==> src/sv/cau_pkg.sv <==
// Shared types, codes and saturation helpers for the complex arithmetic unit.
`timescale 1ns / 1ps
package cau_pkg;

  // Operation codes carried in the input tuser.
  localparam logic [2:0] KIND_ADD  = 3'd0;
  localparam logic [2:0] KIND_SUB  = 3'd1;
  localparam logic [2:0] KIND_MUL  = 3'd2;
  localparam logic [2:0] KIND_DIV  = 3'd3;
  localparam logic [2:0] KIND_CONJ = 3'd4;

  // Status codes carried in the output tuser.
  localparam logic [1:0] STATUS_OK  = 2'd0;
  localparam logic [1:0] STATUS_DZ  = 2'd1;
  localparam logic [1:0] STATUS_SAT = 2'd2;

  // Quotient bits produced by the divider, one per pipeline step.
  localparam int QBITS = 34;

  // One division lane: sign, early overflow, partial remainder and bits.
  typedef struct packed {
    logic             neg;
    logic             ovf;
    logic [63:0]      rem;
    logic [QBITS-1:0] nbits;
    logic [QBITS-1:0] quo;
  } cau_lane_t;

  // Item state as it travels down the divider pipeline.
  typedef struct packed {
    logic        is_div;
    logic        dz;
    logic [31:0] re;
    logic [31:0] im;
    logic [1:0]  st;
    logic [63:0] den;
    cau_lane_t   lr;
    cau_lane_t   li;
  } cau_item_t;

  // Clamp a 33-bit signed value to 32 bits; the top bit flags saturation.
  function automatic logic [32:0] sat33(logic [32:0] x);
    logic [32:0] r;
    if (x[32] != x[31]) begin
      r = {1'b1, x[32] ? 32'h8000_0000 : 32'h7fff_ffff};
    end else begin
      r = {1'b0, x[31:0]};
    end
    return r;
  endfunction

  // Clamp a 65-bit signed value to 32 bits; the top bit flags saturation.
  function automatic logic [32:0] sat65(logic [64:0] x);
    logic [32:0] r;
    if ((&x[64:31]) || !(|x[64:31])) begin
      r = {1'b0, x[31:0]};
    end else begin
      r = {1'b1, x[64] ? 32'h8000_0000 : 32'h7fff_ffff};
    end
    return r;
  endfunction

  // Apply the sign to a quotient magnitude and clamp it to 32 bits.
  function automatic logic [32:0] pack_quo(cau_lane_t l);
    logic [32:0] r;
    if (l.ovf) begin
      r = {1'b1, l.neg ? 32'h8000_0000 : 32'h7fff_ffff};
    end else if (l.neg) begin
      if (l.quo > QBITS'(34'h0_8000_0000)) begin
        r = {1'b1, 32'h8000_0000};
      end else begin
        r = {1'b0, 32'(-l.quo)};
      end
    end else begin
      if (l.quo > QBITS'(34'h0_7fff_ffff)) begin
        r = {1'b1, 32'h7fff_ffff};
      end else begin
        r = {1'b0, l.quo[31:0]};
      end
    end
    return r;
  endfunction

endpackage

==> src/sv/cau_div_step.sv <==
// One restoring division step for both result lanes, with its pipeline register.
`timescale 1ns / 1ps
module cau_div_step import cau_pkg::*; (
  input  logic      clk,
  input  logic      rst_n,
  input  logic      en,
  input  logic      in_valid,
  input  cau_item_t in_item,
  output logic      out_valid,
  output cau_item_t out_item
);

  logic      v_r;
  cau_item_t item_r, item_nxt;
  logic [64:0] tr, ti;
  logic        ger, gei;

  // Bring down the next numerator bit and try to subtract the divisor.
  assign tr  = {in_item.lr.rem, in_item.lr.nbits[QBITS-1]};
  assign ti  = {in_item.li.rem, in_item.li.nbits[QBITS-1]};
  assign ger = tr >= {1'b0, in_item.den};
  assign gei = ti >= {1'b0, in_item.den};

  always_comb begin
    item_nxt          = in_item;
    item_nxt.lr.rem   = ger ? 64'(tr - {1'b0, in_item.den}) : tr[63:0];
    item_nxt.lr.nbits = in_item.lr.nbits << 1;
    item_nxt.lr.quo   = {in_item.lr.quo[QBITS-2:0], ger};
    item_nxt.li.rem   = gei ? 64'(ti - {1'b0, in_item.den}) : ti[63:0];
    item_nxt.li.nbits = in_item.li.nbits << 1;
    item_nxt.li.quo   = {in_item.li.quo[QBITS-2:0], gei};
  end

  always_ff @(posedge clk) begin
    if (!rst_n) begin
      v_r <= 1'b0;
    end else if (en) begin
      v_r <= in_valid;
    end
  end

  always_ff @(posedge clk) begin
    if (en) begin
      item_r <= item_nxt;
    end
  end

  assign out_valid = v_r;
  assign out_item  = item_r;

endmodule

==> config.mk <==
export PLATFORM = sky130hd
export DESIGN_NAME = cau_div_step
export DESIGN_NICKNAME = d
export VERILOG_FILES = /design/src/sv/cau_pkg.sv /design/src/sv/cau_div_step.sv
export SDC_FILE = /design/constraint.sdc
export NUM_CORES = 1
export LEC_CHECK = 0
export ABC_AREA = 1
export ABC_CLOCK_PERIOD_IN_PS = 2560
export BUFFER_PORTS_ARGS = -buffer_cell sky130_fd_sc_hd__buf_2
export CAP_MARGIN = 25
export CORE_AREA = 2 2 310 312
export DETAILED_ROUTE_END_ITERATION = 8
export DIE_AREA = 0 0 312 314
export GPL_TIMING_DRIVEN = 0
export HOLD_SLACK_MARGIN = 0.05
export SLEW_MARGIN = 20
export SYNTH_ARGS = -nofsm -noshare
export SYNTH_HDL_FRONTEND = slang
export SYNTH_SLANG_ARGS = --single-unit
==> constraint.sdc <==
create_clock -name clk -period 2.56 [get_ports clk]
set_input_delay 0.256 -clock clk [delete_from_list [all_inputs] [get_ports clk]]
set_output_delay 0.256 -clock clk [all_outputs]
set_load 0.005 [all_outputs]
==> results by group <==
Min path
  • WHS Path Cells: 3
  • Worst min-delay path startpoint: in_item[68]
  • Hold Crit Endpoint: out_item[69]
  • Worst min path class: input pin to flop

Synthesis
  • Mapped Cells: 3460
  • Synth Cell Area: 25900 µm²
  • Syn_area_per_cell: 7.49 µm²
  • Synth async-reset ratio: 0%
  • Yosys warns: 0
  • Dominant synthesized flop cell: edfxtp_1
  • Post-synthesis sequential area ratio: about 46%
  • EDFF count, synth: 398
  • Flops & latches, synth: roughly 400
  • Yosys cell types: 38

Floorplanning
  • Ports: 805
  • Core ar.: 94400 µm²
  • DIE AREA: between 90000 and 100000 µm²
  • Die boundary height: 314 µm
  • Cell Rows: between 100 and 150
  • Starting Density: 27.4%
  • Die W: 312 µm

Clock tree
  • CTS sink cnt: between 300 and 400
  • Worst-Skew Late Latency: around 630 ps
  • H-Tree Depth: 2
  • CTS root buffer: clkbuf_16
  • Clock-pin transition on the worst setup and hold timing paths: 60 ps
  • CTS tree: yes
  • Maximum clock path buffer count: 3
  • Num CTS Buffers: between 40 and 50

Timing
  • Max-slew headroom: between 50% and 60%
  • Pins Over Slew Limit: 0
  • Crit share post-route: 97.7%
  • Setup Viol. Count Final: 0
  • Final Skew: 0 ps
  • Slew @ Worst Pin: 600 ps
  • F_max: roughly 400 MHz
  • Tmin final: 2500 ps
  • Hold Vio Cnt, Final: 0
  • Setup TNS: 0 ps
  • Hold slack: 89.4 ps
  • Worst setup margin: 58.6 ps

Worst setup path
  • Reg2reg setup slack: 1380 ps
  • Crit path max fanout: 10
  • Critical Path RT: around 2900 ps
  • Startpoint type of the worst setup path: input pin
  • Reg2reg end: out_valid
  • Reg2reg start: out_valid
  • Crit-path cells: buf_2 > inv_1 > ha_1 > nand2_2 > nor2_4 > inv_2 > nor2_2 > nand2_1 > nor2_2 > nand3_1 > nand3_2 > nor2_4 > buf_4 > clkbuf_2 > nand3_1 > nand2_1
  • Largest stage delay on the critical path: between 400 and 500 ps
  • Slowest-stage cell, CP: ha_1
  • Worst setup EP type: flop
  • Reg2Reg Depth: 3
  • Crit Path Class: input pin to flop
  • Worst Path Arrival: ~2800 ps

Placed design
  • Setup WS pre-CTS: -987 ps
  • Routability congestion estimate: 0.965
  • IO Port Bufs: 800
  • HPWL after DPL: approximately 120000 µm
  • Placed inst area: about 32000 µm²

Detailed routing
  • Total Wirelength: 144000 µm
  • Via density: 4.53
  • First-pass DRT Iterations: 5
  • Via count: 27200
  • Post-DRT Antenna Nets: 0
  • Wire per inst: 24.0 µm
  • DRC: 0
  • Iter 0 DRT Violations: roughly 2000

Finish
  • Design area: 37200 µm²
  • Reg area: 12000 µm²
  • Share of layout cells above drive strength 1: 20.7%
  • # nets final: 5234
  • Area delta synth->final: 43.6%
  • Multi-input gate area: 11100 µm²
  • Layout fillers: between 10000 and 15000
  • Commonest cells after routing, fill and taps aside: nand2_1 (1368), buf_2 (804), inv_1 (707)
  • Commonest non-fill, non-tap cell in the layout: nand2_1

GRT
  • Pin count of the biggest net entering global routing: 99
  • GRT Total Usage: 28.5%
  • Antenna violations before repair: 41
  • First-pass GRT wire length: 196000 µm
  • Vias in the first global route: 27100
  • Remaining Overflow, GRT: 0

Power
  • Static Leakage: between 15 and 20 nW
  • Worst vdd ir: 461 µV
  • Pwr per Cell Area: between 500 and 600 nW/µm²
  • Total Power: 21.4 mW

Run
  • MaxCap Viol Count: 0

Outcome
  • Status: finished, final reports clean
==> what timing repair did <==
item                                    CTS  global route
hold buffers                            378             0
hold endpoints to repair                387             0
pin swaps                                 1             1
gates resized for setup                  12            31
buffers inserted                          5             2
endpoints found under the setup margin   42           109
==> cell usage after synthesis (2+ instances only) <==
cell,instances,share of area (%)
nor2_2,15,0.36
xnor2_1,2,0.068
xor2_1,60,2.0
nand3b_1,32,0.93
buf_2,7,0.14
a21oi_1,90,1.7
and3_1,6,0.14
o21ai_0,17,0.33
nand2_4,3,0.13
buf_4,2,0.058
buf_6,7,0.30
nand3_2,3,0.12
or2_2,2,0.048
nand3_1,280,5.4
inv_2,9,0.13
nand2_2,14,0.34
and2_1,3,0.072
nand4_1,15,0.36
clkbuf_1,19,0.28
nand2_1,1369,20
o21bai_1,3,0.087
ha_1,128,6.2
edfxtp_1,398,46
nor2_1,221,3.2
fa_1,2,0.15
nor3_1,17,0.33
inv_1,707,10
nor4_1,11,0.27
buf_1,5,0.072
nor2_4,5,0.22
==> worst max-delay path, delay by kind of cell <==
kind                       cells  cell delay, ps
adders and majority gates      1             470
buffers and inverters          5             660
and+or+nand+nor               10            1380
==> power breakdown <==
group          internal (mW)  switching (mW)  total [mW]
registers               8.02           0.217        8.24
logic                   2.13            3.76        5.89
clock network           4.23            3.03        7.26
total                   14.4            7.00        21.4
==> worst max-delay path by stage <==
stage,startpoint,depth (start not counted),slack [ps],to
finish,in_item[306],16,60,out_item[94]
global route,in_item[306],12,-8,out_item[124]
CTS,in_item[317],14,2,out_item[124]
detailed placement,in_item[313],12,-990,out_item[124]
global placement,en,3,-5250,out_valid
floorplan,in_item[275],18,460,out_item[205]
==> per-stage QoR <==
step / std cells / utilization, %
final: 6012 / 39.4
after detailed placement: 5530 / 33.5
after global routing: 6009 / 39.4
after CTS: 6000 / 39.3
after floorplan: 3461 / -
after global placement: 5526 / 33.4
==> cell families (layout without fill, tap and decap cells) <==
family / after synthesis / in the layout / share of synthesized area (%)
and+or+nand+nor: 1998 / 1998 / 31.9
adders and majority gates: 130 / 130 / 6.33
AOI/OAI and AO/OA: 113 / 113 / 2.23
xor gates and xnor gates: 62 / 62 / 2.09
other: 1 / 13 / 0.0145
DFF: 399 / 399 / 46.2
buffers and inverters: 757 / 2032 / 11.3
==> sequential cells by signal, indices dropped and copies added, names as in the netlist <==
register / cells
out_item: 398
out_valid: 1
==> cell type report <==
| type | count | area share, % |
|---|---|---|
| Clock inverter | 30 | 0.975 |
| Clock buffer | 57 | 3.38 |
| Buffer | 40 | 0.696 |
| Multi-Input combinational cell | 2305 | 29.8 |
| Antenna cell | 11 | 0.0740 |
| Sequential cell | 399 | 32.2 |
| Tap cell | 1265 | 4.25 |
| Inverter | 716 | 7.22 |
| Timing Repair Buffer | 1189 | 21.4 |
==> metal layers <==
metal / track usage (%) / part of all wire, %
met1: 31.9 / 38
met4: 13.6 / 5.4
met5: 0 / 0.14
met3: 5.16 / 5.5
met2: 52.2 / 51
Note: power is estimated with default switching activity, not from simulation.
